## src/design/rgbab_pkg.sv

```systemverilog
// Shared types and constants for the RGB565 alpha blend core.
// Used by every module of the block; no dependencies.
package rgbab_pkg;

    // Pixel channel masks and alpha limits
    localparam logic [15:0] MASK_R     = 16'hf800;
    localparam logic [15:0] MASK_G     = 16'h07e0;
    localparam logic [15:0] MASK_B     = 16'h001f;
    localparam logic [8:0]  ALPHA_ONE  = 9'h100;
    localparam logic [7:0]  ALPHA_FULL = 8'hff;
    localparam logic [7:0]  ALPHA_ZERO = 8'h00;

    // Configuration register indexes
    localparam int          CFG_IDX_W             = 2;
    localparam int          CFG_DATA_W            = 8;
    localparam logic [1:0]  CFG_ALPHA_FROM_REG    = 2'd0;
    localparam logic [1:0]  CFG_CONSTANT_ALPHA    = 2'd1;
    localparam logic [1:0]  CFG_BLACK_BOTTOM      = 2'd2;

    // Input beat
    typedef struct packed {
        logic [15:0] bottom_pixel;
        logic [15:0] top_pixel;
        logic [7:0]  pixel_alpha;
        logic        line_end;
    } pixel_in_t;

    // Result beat
    typedef struct packed {
        logic [15:0] blended_pixel;
        logic        line_end_out;
    } pixel_out_t;

    // Configuration state
    typedef struct packed {
        logic       alpha_from_register;
        logic [7:0] constant_alpha;
        logic       black_bottom;
    } cfg_t;

    // Operands of one pixel after alpha selection and bottom masking
    typedef struct packed {
        logic        valid;
        logic [15:0] bottom;
        logic [15:0] top;
        logic [7:0]  alpha;
        logic        line_end;
    } blend_op_t;

endpackage

```

## src/design/rgbab_cfg_regs.sv

```systemverilog
// Configuration registers of the alpha blend core.
// Depends on rgbab_pkg.
module rgbab_cfg_regs (
    input  logic                                 clk,
    input  logic                                 rst_n,
    input  logic                                 wr_en,
    input  logic [rgbab_pkg::CFG_IDX_W-1:0]      wr_index,
    input  logic [rgbab_pkg::CFG_DATA_W-1:0]     wr_data,
    output rgbab_pkg::cfg_t                      cfg
);

    rgbab_pkg::cfg_t cfg_reg;
    rgbab_pkg::cfg_t cfg_next;

    // Decode the write; unknown indexes leave everything alone
    always_comb
    begin
        cfg_next = cfg_reg;
        if (wr_en)
        begin
            case (wr_index)
                rgbab_pkg::CFG_ALPHA_FROM_REG: cfg_next.alpha_from_register = wr_data[0];
                rgbab_pkg::CFG_CONSTANT_ALPHA: cfg_next.constant_alpha      = wr_data;
                rgbab_pkg::CFG_BLACK_BOTTOM:   cfg_next.black_bottom        = wr_data[0];
                default:                       cfg_next = cfg_reg;
            endcase
        end
    end

    always_ff @(posedge clk or negedge rst_n)
    begin
        if (!rst_n)
        begin
            cfg_reg.alpha_from_register <= 1'b0;
            cfg_reg.constant_alpha      <= rgbab_pkg::ALPHA_FULL;
            cfg_reg.black_bottom        <= 1'b0;
        end
        else
        begin
            cfg_reg <= cfg_next;
        end
    end

    assign cfg = cfg_reg;

endmodule

```

## src/design/rgbab_in_stage.sv

```systemverilog
// Input register of the alpha blend core: captures a beat, picks the alpha
// and masks the bottom pixel. Depends on rgbab_pkg.
module rgbab_in_stage (
    input  logic                  clk,
    input  logic                  rst_n,
    input  logic                  accept,
    input  rgbab_pkg::pixel_in_t  request,
    input  rgbab_pkg::cfg_t       cfg,
    output rgbab_pkg::blend_op_t  op
);

    logic                 valid_reg;
    logic                 valid_next;
    logic [15:0]          bottom_reg;
    logic [15:0]          bottom_next;
    logic [15:0]          top_reg;
    logic [7:0]           alpha_reg;
    logic [7:0]           alpha_next;
    logic                 line_end_reg;

    // Select alpha source and force black bottom
    always_comb
    begin
        valid_next  = accept;
        alpha_next  = cfg.alpha_from_register ? cfg.constant_alpha : request.pixel_alpha;
        bottom_next = cfg.black_bottom ? 16'h0000 : request.bottom_pixel;
    end

    // Valid flag
    always_ff @(posedge clk or negedge rst_n)
    begin
        if (!rst_n)
        begin
            valid_reg <= 1'b0;
        end
        else
        begin
            valid_reg <= valid_next;
        end
    end

    // Hold operands of the accepted beat
    always_ff @(posedge clk)
    begin
        if (accept)
        begin
            bottom_reg   <= bottom_next;
            top_reg      <= request.top_pixel;
            alpha_reg    <= alpha_next;
            line_end_reg <= request.line_end;
        end
    end

    assign op.valid    = valid_reg;
    assign op.bottom   = bottom_reg;
    assign op.top      = top_reg;
    assign op.alpha    = alpha_reg;
    assign op.line_end = line_end_reg;

endmodule

```

## src/design/rgbab_mix.sv

```systemverilog
// Blend datapath and result register of the alpha blend core.
// Depends on rgbab_pkg.
module rgbab_mix (
    input  logic                  clk,
    input  logic                  rst_n,
    input  rgbab_pkg::blend_op_t  op,
    output logic                  done,
    output rgbab_pkg::pixel_out_t result
);

    logic [8:0]   ra;
    logic [7:0]   r_bot;
    logic [7:0]   g_bot;
    logic [7:0]   b_bot;
    logic [7:0]   r_top;
    logic [7:0]   g_top;
    logic [7:0]   b_top;
    logic [15:0]  r_sum;
    logic [15:0]  g_sum;
    logic [15:0]  b_sum;
    logic [15:0]  mixed;
    logic [15:0]  pixel_next;

    logic         done_reg;
    logic [15:0]  pixel_reg;
    logic         line_end_reg;

    // Widen channels to 8 bits and weight them; each weighted sum fits in 16 bits
    always_comb
    begin
        ra    = rgbab_pkg::ALPHA_ONE - {1'b0, op.alpha};
        r_bot = {op.bottom[15:11], 3'b000};
        g_bot = {op.bottom[10:5], 2'b00};
        b_bot = {op.bottom[4:0], 3'b000};
        r_top = {op.top[15:11], 3'b000};
        g_top = {op.top[10:5], 2'b00};
        b_top = {op.top[4:0], 3'b000};
        r_sum = {8'd0, r_bot} * {7'd0, ra} + {8'd0, r_top} * {8'd0, op.alpha};
        g_sum = {8'd0, g_bot} * {7'd0, ra} + {8'd0, g_top} * {8'd0, op.alpha};
        b_sum = {8'd0, b_bot} * {7'd0, ra} + {8'd0, b_top} * {8'd0, op.alpha};
        mixed = {r_sum[15:11], g_sum[15:10], b_sum[15:11]};
    end

    // Opaque and transparent pass straight through
    always_comb
    begin
        if (op.alpha == rgbab_pkg::ALPHA_FULL)
        begin
            pixel_next = op.top;
        end
        else if (op.alpha == rgbab_pkg::ALPHA_ZERO)
        begin
            pixel_next = op.bottom;
        end
        else
        begin
            pixel_next = mixed;
        end
    end

    // Result strobe
    always_ff @(posedge clk or negedge rst_n)
    begin
        if (!rst_n)
        begin
            done_reg <= 1'b0;
        end
        else
        begin
            done_reg <= op.valid;
        end
    end

    // Result beat
    always_ff @(posedge clk)
    begin
        if (op.valid)
        begin
            pixel_reg    <= pixel_next;
            line_end_reg <= op.line_end;
        end
    end

    assign done                 = done_reg;
    assign result.blended_pixel = pixel_reg;
    assign result.line_end_out  = line_end_reg;

endmodule

```

## src/design/rgb565_alpha_blend_core.sv

```systemverilog
// Top level of the RGB565 alpha blend core.
// Depends on rgbab_pkg, rgbab_cfg_regs, rgbab_in_stage and rgbab_mix.

// Blends a top RGB565 pixel over a bottom one with an 8-bit alpha, one pixel
// per clock. A beat is taken on any edge where start is high; busy is never
// raised. Each result appears on result for exactly one cycle with done high,
// after its beat has passed the input register and the result register, in
// input order; the receiver cannot stall, so it must take every done cycle.
// The channel multipliers sit between those two registers. Configuration
// writes (wr_en, wr_index, wr_data) take effect on the next edge and should
// only be made while no pixel is in flight.
module rgb565_alpha_blend_core (
    input  logic                                 clk,
    input  logic                                 rst_n,
    input  logic                                 start,
    output logic                                 busy,
    input  rgbab_pkg::pixel_in_t                 request,
    output logic                                 done,
    output rgbab_pkg::pixel_out_t                result,
    input  logic                                 wr_en,
    input  logic [rgbab_pkg::CFG_IDX_W-1:0]      wr_index,
    input  logic [rgbab_pkg::CFG_DATA_W-1:0]     wr_data
);

    rgbab_pkg::cfg_t       cfg;
    rgbab_pkg::blend_op_t  op;
    logic                  accept;

    // Always ready for the next beat
    assign busy   = 1'b0;
    assign accept = start && !busy;

    rgbab_cfg_regs u_cfg (
        .clk      (clk),
        .rst_n    (rst_n),
        .wr_en    (wr_en),
        .wr_index (wr_index),
        .wr_data  (wr_data),
        .cfg      (cfg)
    );

    rgbab_in_stage u_in (
        .clk     (clk),
        .rst_n   (rst_n),
        .accept  (accept),
        .request (request),
        .cfg     (cfg),
        .op      (op)
    );

    rgbab_mix u_mix (
        .clk    (clk),
        .rst_n  (rst_n),
        .op     (op),
        .done   (done),
        .result (result)
    );

endmodule

```

## config.mk

```make
export PLATFORM = sky130hd
export DESIGN_NAME = rgb565_alpha_blend_core
export DESIGN_NICKNAME = d
export VERILOG_FILES = /design/src/design/rgbab_pkg.sv /design/src/design/rgbab_cfg_regs.sv /design/src/design/rgbab_in_stage.sv /design/src/design/rgbab_mix.sv /design/src/design/rgb565_alpha_blend_core.sv
export SDC_FILE = /design/constraint.sdc
export NUM_CORES = 1
export LEC_CHECK = 0
export ABC_AREA = 0
export BUFFER_PORTS_ARGS = -buffer_cell sky130_fd_sc_hd__buf_2
export CORE_AREA = 2 2 165 167
export CTS_BUF_LIST = sky130_fd_sc_hd__clkbuf_8
export DETAILED_ROUTE_END_ITERATION = 7
export DIE_AREA = 0 0 167 169
export PLACE_DENSITY_LB_ADDON = 0.08
export SLEW_MARGIN = 20
export SYNTH_ARGS = -nofsm -noshare
export SYNTH_HDL_FRONTEND = slang
export SYNTH_SLANG_ARGS = --single-unit
```

## constraint.sdc

```tcl
create_clock -name clk -period 13.1 [get_ports clk]
set_clock_uncertainty 0.1 [all_clocks]
set_input_delay 1.31 -clock clk [delete_from_list [all_inputs] [get_ports clk]]
set_output_delay 1.31 -clock clk [all_outputs]
set_load 0.1 [all_outputs]
```

== After elaboration in Yosys (flattened, before gate mapping) ==
Cells that the tools add are included.
Cells by class
  $add $sub $neg: 4
  multiply operators: 6
  divide/modulo/power cells: 0
  order comparisons: 0
  eq/ne operators: 3
  shift-type cells: 0
  muxes and demuxes: 3
  bitwise gates (word level): 0
  reduce and logical (&&, ||, !) cells: 5
Operator list (number)
  16-bit adder: 3
  16-bit two-way mux: 2
  5-bit by 8-bit multiplier with 13-bit output: 2
  5-bit by 9-bit multiplier with 13-bit output: 2
  6-bit by 8-bit multiplier with 14-bit output: 1
  6-bit by 9-bit multiplier with 14-bit output: 1
  9-bit by 8-bit subtractor with 9-bit output, first input constant: 1
  8-bit == test, second input constant: 1
  8-bit logical NOT: 1
  8-bit two-way mux: 1
  2-bit AND reduction: 3
  2-bit by 1-bit == test with 1-bit output, second input constant: 1
  2-bit == test, second input constant: 1
  2-bit logical NOT: 1
Word-level totals
  bits in registers: 70
  latch bits: 0
  RAM bits: 0
  bits in read-only memories: 0
  output and inout bits: 19
  word-level logic and storage cells: 32
  memories: 0

== Longest topological paths before layout ==
Gate-level depths: netlist of run 1.
  depth in word-level cells: 5
  gate-level depth with buffers: 29

== Modules after synthesis ==
A second synthesis of run 1 with hierarchy kept.
Second synthesis, totals
  cell total of the unflattened synthesis: 1278
  area total of the unflattened synthesis: 11866.4 µm²
Modules (own cells, without submodules)
  rgbab_mix: times used 1, cells an instance 1183, area an instance 9939.5 µm², sequential area each 535.5 µm²
  rgbab_in_stage: times used 1, cells an instance 70, area an instance 1507.7 µm², sequential area each 1256.2 µm²
  rgbab_cfg_regs: times used 1, cells an instance 23, area an instance 407.9 µm², sequential area each 260.2 µm²
  rgb565_alpha_blend_core: times used 1, cells an instance 2, area an instance 11.3 µm², sequential area each 0.0 µm²

== Worst setup path after synthesis of run 1 ==
No wires, ideal clock.
  path kind: reg2reg
  start point: reg u_in.alpha_reg[0]
  end point: reg u_mix.pixel_reg[10], data pin
  data arrival time: 6.428 ns
  data required time: 12.870 ns
  slack: 6.442 ns
  stages on the path, launching flop included: 30
  clock period less this slack: 6.658 ns
  path through: edfxtp_1 > clkbuf_1 > clkbuf_1 > inv_1 > ha_1 > or3b_4 > or3_1 > xor2_1 > clkbuf_1 > and2_1 > fa_1 > fa_1 > inv_1 > fa_1 > inv_1 > ha_1 > inv_1 > o21bai_1 > a21oi_1 > o21ai_0 > a21o_1 > a21oi_1 > xnor2_1 > ha_1 > nand3_1 > a21oi_1 > a2111oi_2 > xnor3_1 > o211ai_1 > o21a_1
Between the ends
  cells in the longest elaborated chain, start to end: 5
  elaborated cells on any way between the ends: 8
  classes of those cells: 2 x add/sub; 2 x mul; 1 x eq/ne; 2 x mux; 1 x reduce/logical
Ends and longest elaborated chain
  start, declared: line rgbab_in_stage.sv:17  | logic [7:0] alpha_reg;
  start signal, assigned: line rgbab_in_stage.sv:49  | alpha_reg <= alpha_next;
  9-bit by 8-bit subtractor with 9-bit output: line rgbab_mix.sv:31  | ra = rgbab_pkg::ALPHA_ONE - {1'b0, op.alpha};
  6-bit by 9-bit multiplier with 14-bit output: line rgbab_mix.sv:39  | g_sum = {8'd0, g_bot} * {7'd0, ra} + {8'd0, g_top} * {8'd0, op.alpha};
  16-bit adder: line rgbab_mix.sv:39
  16-bit two-way mux: line rgbab_mix.sv:51  | else if (op.alpha == rgbab_pkg::ALPHA_ZERO)
  16-bit two-way mux *: line rgbab_mix.sv:47  | if (op.alpha == rgbab_pkg::ALPHA_FULL)
  named net u_mix.pixel_next[10]: line rgbab_mix.sv:22  | logic [15:0] pixel_next;
  end signal, assigned: line rgbab_mix.sv:79  | pixel_reg <= pixel_next;
  end, declared: line rgbab_mix.sv:25  | logic [15:0] pixel_reg;
Mark *: on every way through the listed nets, which the timed path passes. The rest lies on a longest branch.
A chain may end at the register's enable or synchronous reset.

== Final worst setup path of run 1 ==
  start point: reg u_in.alpha_reg[1]
  end point: reg u_mix.pixel_reg[10], data pin
Same word-level chain as after synthesis.

==> flow_summary.toml, run 1 <==
[critical_path]
critPathCaptureType = "register"
worstPathMaxFanout = 19
worst-r2r-cell-count = 26
worstPathRequired_ns = 13.26
worstSetupStartpointType = "register"
critical_path_class = "register to register"
worstReg2RegEnd = "u_mix.pixel_reg[10]"
arrival_ns = 7.19
rr_startpoint = "u_in.alpha_reg[1]"
critPathLaunch = "u_in.alpha_reg[1]"
rrSetupSlack_ns = 6.08

[timing]
post-route-min-period_ns = 7.02
holdWs_ns = 0.343
max-slew-margin-rel_pct = 37.8
fmax_ghz = 0.142
rsz0062_at_grt = "no"
worst_pin_slew_ns = 0.930
report.final.setup_viol = 0
fin_setup_tns_ns = 0
setup_ws_ns = 6.08
hold_viol = 0
period_share_pct = 53.6
final-max-slew-violation-count = 0

[floorplanning]
rows = 60
io_pins = 74
die_area_um2 = 28200
die_x_um = 167
core-area_um2 = 26500
die_h_um = 169
start_util_pct = 44.3

[routing]
wl_per_cell_um = 16.9
wl_met1_mm = 13.8
wl_met3_um = 994
via_per_inst = 5.10
wl_met2_mm = 13.1
drc = 0
vias = 8545
first_pass_iters = 5
routed.top_layer = "met5"
postRouteWirelength_mm = 28.3
ant_nets = 0
drt_iter0_drc = 337

[grt]
grt_max_degree = 43
grt_pass1_vias = 8810
track_usage_pct = 21.1
antenna_found_initial = 1
grt-ovfl-total = 0
grt_pass1_wl_mm = 46.8

[synth]
postSynthCellCount = 1267
synth_flop_cell = "edfxtp_1"
synth_area_um2 = 11700
yosysSeqAreaShare_pct = 17.5
synth_cell_types = 55
syn_nets = 1615
syn-mean-instance-area_um2 = 9.27
synth-edff-count = 58
synth-seq-cells = 70
async_flop_share_pct = 17.1
ys_warn_count = 0

[power_and_ir_drop]
power.switching_w = 0.00178
power.static_leakage_nw = 6.36
irDropWorstVdd_mv = 0.158
internal_power_w = 0.00166
p_clk_share_pct = 5.2
combPwrFrac_pct = 82.0
p_per_area_nw_per_um2 = 272
p_total_w = 0.00345
seqPwrFrac_pct = 12.7
p_sw_share_pct = 51.7

[clock_tree]
cts_root_buf = "clkbuf_8"
cts_hold_buf = 0
cts_setup_buffers = 0
cts_tree = "done"
cts_sinks = 70
path_clk_slew_ns = 0.10
clock_path_buffers = 2
cts-buffers-inserted = 9
htree_levels = 3
clk_latency_ns = 0.38
cts_resized = 0

[worst_hold_path]
min_path_cells = 0
min_from = "u_in.line_end_reg"
hold_end = "u_mix.line_end_reg"
min_path_type = "register to register"

[placement]
dp_slack_ns = 6.15
routabilityCongestion = 0.878
dp_hpwl_mm = 22.2
io_buffers = 72

[final_layout]
antennaDiodeCount = 0
multiInputGateArea_um2 = 8790
area.growth.synth_to_final_pct = 7.95
fin_util_pct = 47.8
regArea_um2 = 2050
final_cell_mix = "203 x inv_1, 194 x and2_1, 164 x ha_1"
n_fill_cell = 2606
fin_nets = 1676
layout_commonest_cell = "inv_1"
final_layout_size_suffix_gt1_share_pct = 10.3

[outcome]
status = "complete, no violations"

[run]
max_cap_viol_count = 0
logic make-up after synthesis:
family / after synthesis / share of synthesized area [%]
multiplexers: 20 / 1.90
flip-flops: 70 / 17.5
other: 1 / 0.0319
buffers and inverters: 239 / 7.76
AND/OR/NAND/NOR: 425 / 19.7
AO/OA/AOI/OAI: 139 / 7.53
XOR/XNOR: 80 / 6.08
adder cells (fa/ha/maj): 293 / 39.5
cell usage after synthesis (8+ instances only):
master / count / area (um2)
nor3_1: 12 / 60.1
nor2_1: 47 / 176
a21oi_1: 50 / 250
ha_1: 164 / 2050
nand2b_1: 8 / 50.1
nand3_1: 12 / 60.1
nand2_1: 93 / 349
inv_1: 203 / 762
a31oi_1: 9 / 56.3
a211oi_1: 8 / 60.1
fa_1: 129 / 2580
and2_1: 194 / 1210
mux2_2: 18 / 203
dfstp_2: 8 / 210
nor2b_1: 25 / 156
a21o_1: 16 / 120
clkbuf_1: 31 / 116
o21ai_0: 23 / 115
edfxtp_1: 58 / 1740
xor2_1: 21 / 184
xnor2_1: 58 / 508
through the flow:
stage	instance area (um2)	cells
final	12700	1674
after global routing	12700	1674
after CTS	12700	1674
after detailed placement	12500	1658
after global placement	12500	1658
after floorplan	11700	1267
cell type report:
type                       instances  share of cell area (%)
multi-input combinational        958                    69.4
sequential                        70                    16.2
clock inverter                     7                   0.405
timing repair buffer              86                    3.67
inverter                         203                    6.01
tap                              341                    3.37
clock buffer                       9                   0.977
worst max-delay path: stages (launching register included):
cell	delay, ns
edfxtp_1	0.67
inv_1	0.14
ha_1	0.19
or3b_4	0.42
or3_1	0.35
xor2_1	0.53
and2_1	0.25
fa_1	0.42
fa_1	0.54
inv_1	0.05
fa_1	0.47
inv_1	0.04
ha_1	0.32
inv_1	0.07
o21bai_1	0.07
a21oi_1	0.22
o21ai_0	0.18
a21o_1	0.21
a21oi_1	0.17
xnor2_1	0.16
ha_1	0.31
nand3_1	0.09
a21oi_1	0.05
a2111oi_2	0.33
xnor3_1	0.26
o211ai_1	0.16
o21a_1	0.14
power groups by stage:
| stage | sequential [W] | clock, W | combinational (W) |
|---|---|---|---|
| floorplan | 0.000604 | 0 | 0.00209 |
| global route | 0.000447 | 0.000197 | 0.00320 |
| detailed placement | 0.000444 | 0 | 0.00282 |
| finish | 0.000439 | 0.000180 | 0.00283 |
| CTS | 0.000440 | 0.000189 | 0.00284 |
| global placement | 0.000444 | 0 | 0.00279 |
worst max-delay path by stage:
| stage | to | slack, ns | depth (start not counted) |
|---|---|---|---|
| 3_3_place_gp | u_mix.pixel_reg[10] | 6.25 | 26 |
| 4_1_cts | u_mix.pixel_reg[10] | 6.11 | 26 |
| 6_report | u_mix.pixel_reg[10] | 6.08 | 26 |
| 2_1_floorplan | u_mix.pixel_reg[10] | 6.44 | 29 |
| 5_1_grt | u_mix.pixel_reg[10] | 5.65 | 26 |
| 3_5_place_dp | u_mix.pixel_reg[10] | 6.15 | 26 |
routing by layer:
layer	up-vias	global-route usage, %
met3	23	2.74
met5	-	0
met2	142	34.8
li1	4210	-
met4	2	4.87
met1	4168	29.8
(Power assumes the default switching activity.)
==> inputs of run 2 (changes only) <==
==> constraint.sdc (replaced) <==
create_clock -name clk -period 7.2 [get_ports clk]
set_clock_uncertainty 0.1 [all_clocks]
set_input_delay 0.72 -clock clk [delete_from_list [all_inputs] [get_ports clk]]
set_output_delay 0.72 -clock clk [all_outputs]
set_load 0.1 [all_outputs]
==> flow_summary.toml, run 2 (synthesized netlist as in run 1, its figures left out) <==
[outcome]
status = "complete, no violations"

[routing]
via_per_inst = 5.09
drc = 0
wl_per_cell_um = 16.0
first_pass_iters = 4
vias = 8553
drt_iter0_drc = 350
postRouteWirelength_mm = 26.9
ant_nets = 0

[clock_tree]
cts_hold_buf = 0
cts_root_buf = "clkbuf_8"
cts_setup_buffers = 0
cts-buffers-inserted = 9
cts_resized = 0
cts_sinks = 70
clk_latency_ns = 0.40
cts_tree = "done"
path_clk_slew_ns = 0.12
clock_path_buffers = 2
htree_levels = 3

[timing]
period_share_pct = 89.3
rsz0062_at_grt = "no"
post-route-min-period_ns = 6.43
report.final.setup_viol = 0
holdWs_ns = 0.0963
worst_pin_slew_ns = 0.693
fmax_ghz = 0.156
fin_setup_tns_ns = 0
final-max-slew-violation-count = 0
hold_viol = 0
max-slew-margin-rel_pct = 53.8

[floorplanning]
start_util_pct = 44.3
rows = 60
die_x_um = 167
die_area_um2 = 28200
io_pins = 74
core-area_um2 = 26500
die_h_um = 169

[final_layout]
fin_nets = 1681
final_cell_mix = "203 x inv_1, 194 x and2_1, 164 x ha_1"
area.growth.synth_to_final_pct = 8.31
antennaDiodeCount = 0
final_layout_size_suffix_gt1_share_pct = 10.5
n_fill_cell = 2581
layout_commonest_cell = "inv_1"

[grt]
grt_pass1_wl_mm = 44.4
grt_pass1_vias = 8684
grt-ovfl-total = 0
grt_max_degree = 43
antenna_found_initial = 1
track_usage_pct = 19.8

[critical_path]
critPathTopFamily = "adder cells"
worst-r2r-cell-count = 21
worstPathRequired_ns = 7.24
max_stage_delay_ns = 0.59
path_depth = 21
arrival_ns = 6.47
worstPathMaxFanout = 14
cp_num_buf_inv = 3
critPathCaptureType = "register"
cp_common_cell = "fa_1"
path_cells = "or3b_4 -> or3_1 -> xor2_1 -> buf_4 -> and2_1 -> fa_1 -> inv_1 -> fa_1 -> fa_1 -> inv_1 -> ha_1 -> nand2_1 -> o21ai_0 -> xor2_1 -> ha_1 -> o2111ai_1 -> nand3_1 -> o41ai_1 -> xnor2_1 -> mux2i_1 -> nor2_1"
critical_path_class = "register to register"
worstSetupStartpointType = "register"
slowest_stage = "edfxtp_1"

[placement]
routabilityCongestion = 0.797
io_buffers = 72
dp_hpwl_mm = 21.1

[power_and_ir_drop]
p_per_area_nw_per_um2 = 493
p_clk_share_pct = 5.8
seqPwrFrac_pct = 12.5
power.static_leakage_nw = 6.38
power.switching_w = 0.00323
combPwrFrac_pct = 81.7
irDropWorstVdd_mv = 0.333
p_sw_share_pct = 51.6
internal_power_w = 0.00304

[worst_hold_path]
min_path_type = "input port to asynchronous set/reset pin"

[run]
max_cap_viol_count = 0
-- run 2: cell types whose count changed in the layout (fill, tap and decap cells not counted) --
cell	change
buf_2	-1
inv_4	-1
xnor2_1	+2
inv_8	+3
clkinv_2	-2
xnor2_2	-2
buf_4	+6
-- run 2: per-layer routing --
layer / wire (um) / global-route usage [%] / vias to the layer above
met2: 12700 / 33.2 / 135
met4: 273 / 3.79 / 2
li1: - / - / 4222
met3: 912 / 2.53 / 18
met5: 13 / 0 / -
met1: 13100 / 27.7 / 4176
-- run 2: power groups by stage --
| stage | Clock [W] | Sequential, W | Combinational, W |
|---|---|---|---|
| floorplan | 0 | 0.00110 | 0.00379 |
| global placement | 0 | 0.000798 | 0.00503 |
| detailed placement | 0 | 0.000796 | 0.00508 |
| CTS | 0.000376 | 0.000788 | 0.00513 |
| global route | 0.000388 | 0.000800 | 0.00578 |
| finish | 0.000362 | 0.000785 | 0.00512 |
-- run 2: worst register-to-register path, stage by stage (launching register included) --
cell       delay [ns]
edfxtp_1         0.59
or3b_4           0.49
or3_1            0.34
xor2_1           0.17
buf_4            0.22
and2_1           0.18
fa_1             0.49
inv_1            0.06
fa_1             0.51
fa_1             0.55
inv_1            0.04
ha_1             0.34
nand2_1          0.08
o21ai_0          0.30
xor2_1           0.21
ha_1             0.29
o2111ai_1        0.14
nand3_1          0.19
o41ai_1          0.39
xnor2_1          0.20
mux2i_1          0.22
nor2_1           0.07
-- run 2: path summary, 6_finish.rpt --
path                                        start            endpoint  slack, ns
worst min register to register  u_in.line_end_reg  u_mix.line_end_reg       0.34
worst min-delay path                        rst_n          u_mix.done        0.1
max in group asynchronous                   rst_n        u_cfg.cfg[5]       6.63
min in group clk                u_in.line_end_reg  u_mix.line_end_reg       0.34
worst max register to register  u_in.alpha_reg[3]  u_mix.pixel_reg[4]       0.77
worst max-delay path            u_in.alpha_reg[3]  u_mix.pixel_reg[4]       0.77
-- run 2: through the flow --
| stage | util (%) | total power, W | setup slack [ns] | cells | instance area, um2 |
|---|---|---|---|---|---|
| after CTS | 48.0 | 0.00629 | 0.805 | 1679 | 12700 |
| after floorplan | - | 0.00489 | 0.542 | 1267 | 11700 |
| after global routing | 48.0 | 0.00696 | 0.385 | 1679 | 12700 |
| after detailed placement | 47.3 | 0.00588 | 0.874 | 1663 | 12500 |
| after global placement | 47.3 | 0.00583 | 0.920 | 1663 | 12500 |
| final | 48.0 | 0.00627 | 0.769 | 1679 | 12700 |
-- run 2: area by class of cell --
type / instances / area [um2] / area share, %
Inverter: 203 / 762 / 5.99
Multi-Input combinational cell: 958 / 8780 / 69.0
Tap cell: 341 / 427 / 3.35
Sequential cell: 70 / 2050 / 16.1
Clock inverter: 7 / 68.8 / 0.541
Clock buffer: 9 / 124 / 0.974
Timing Repair Buffer: 91 / 505 / 3.97
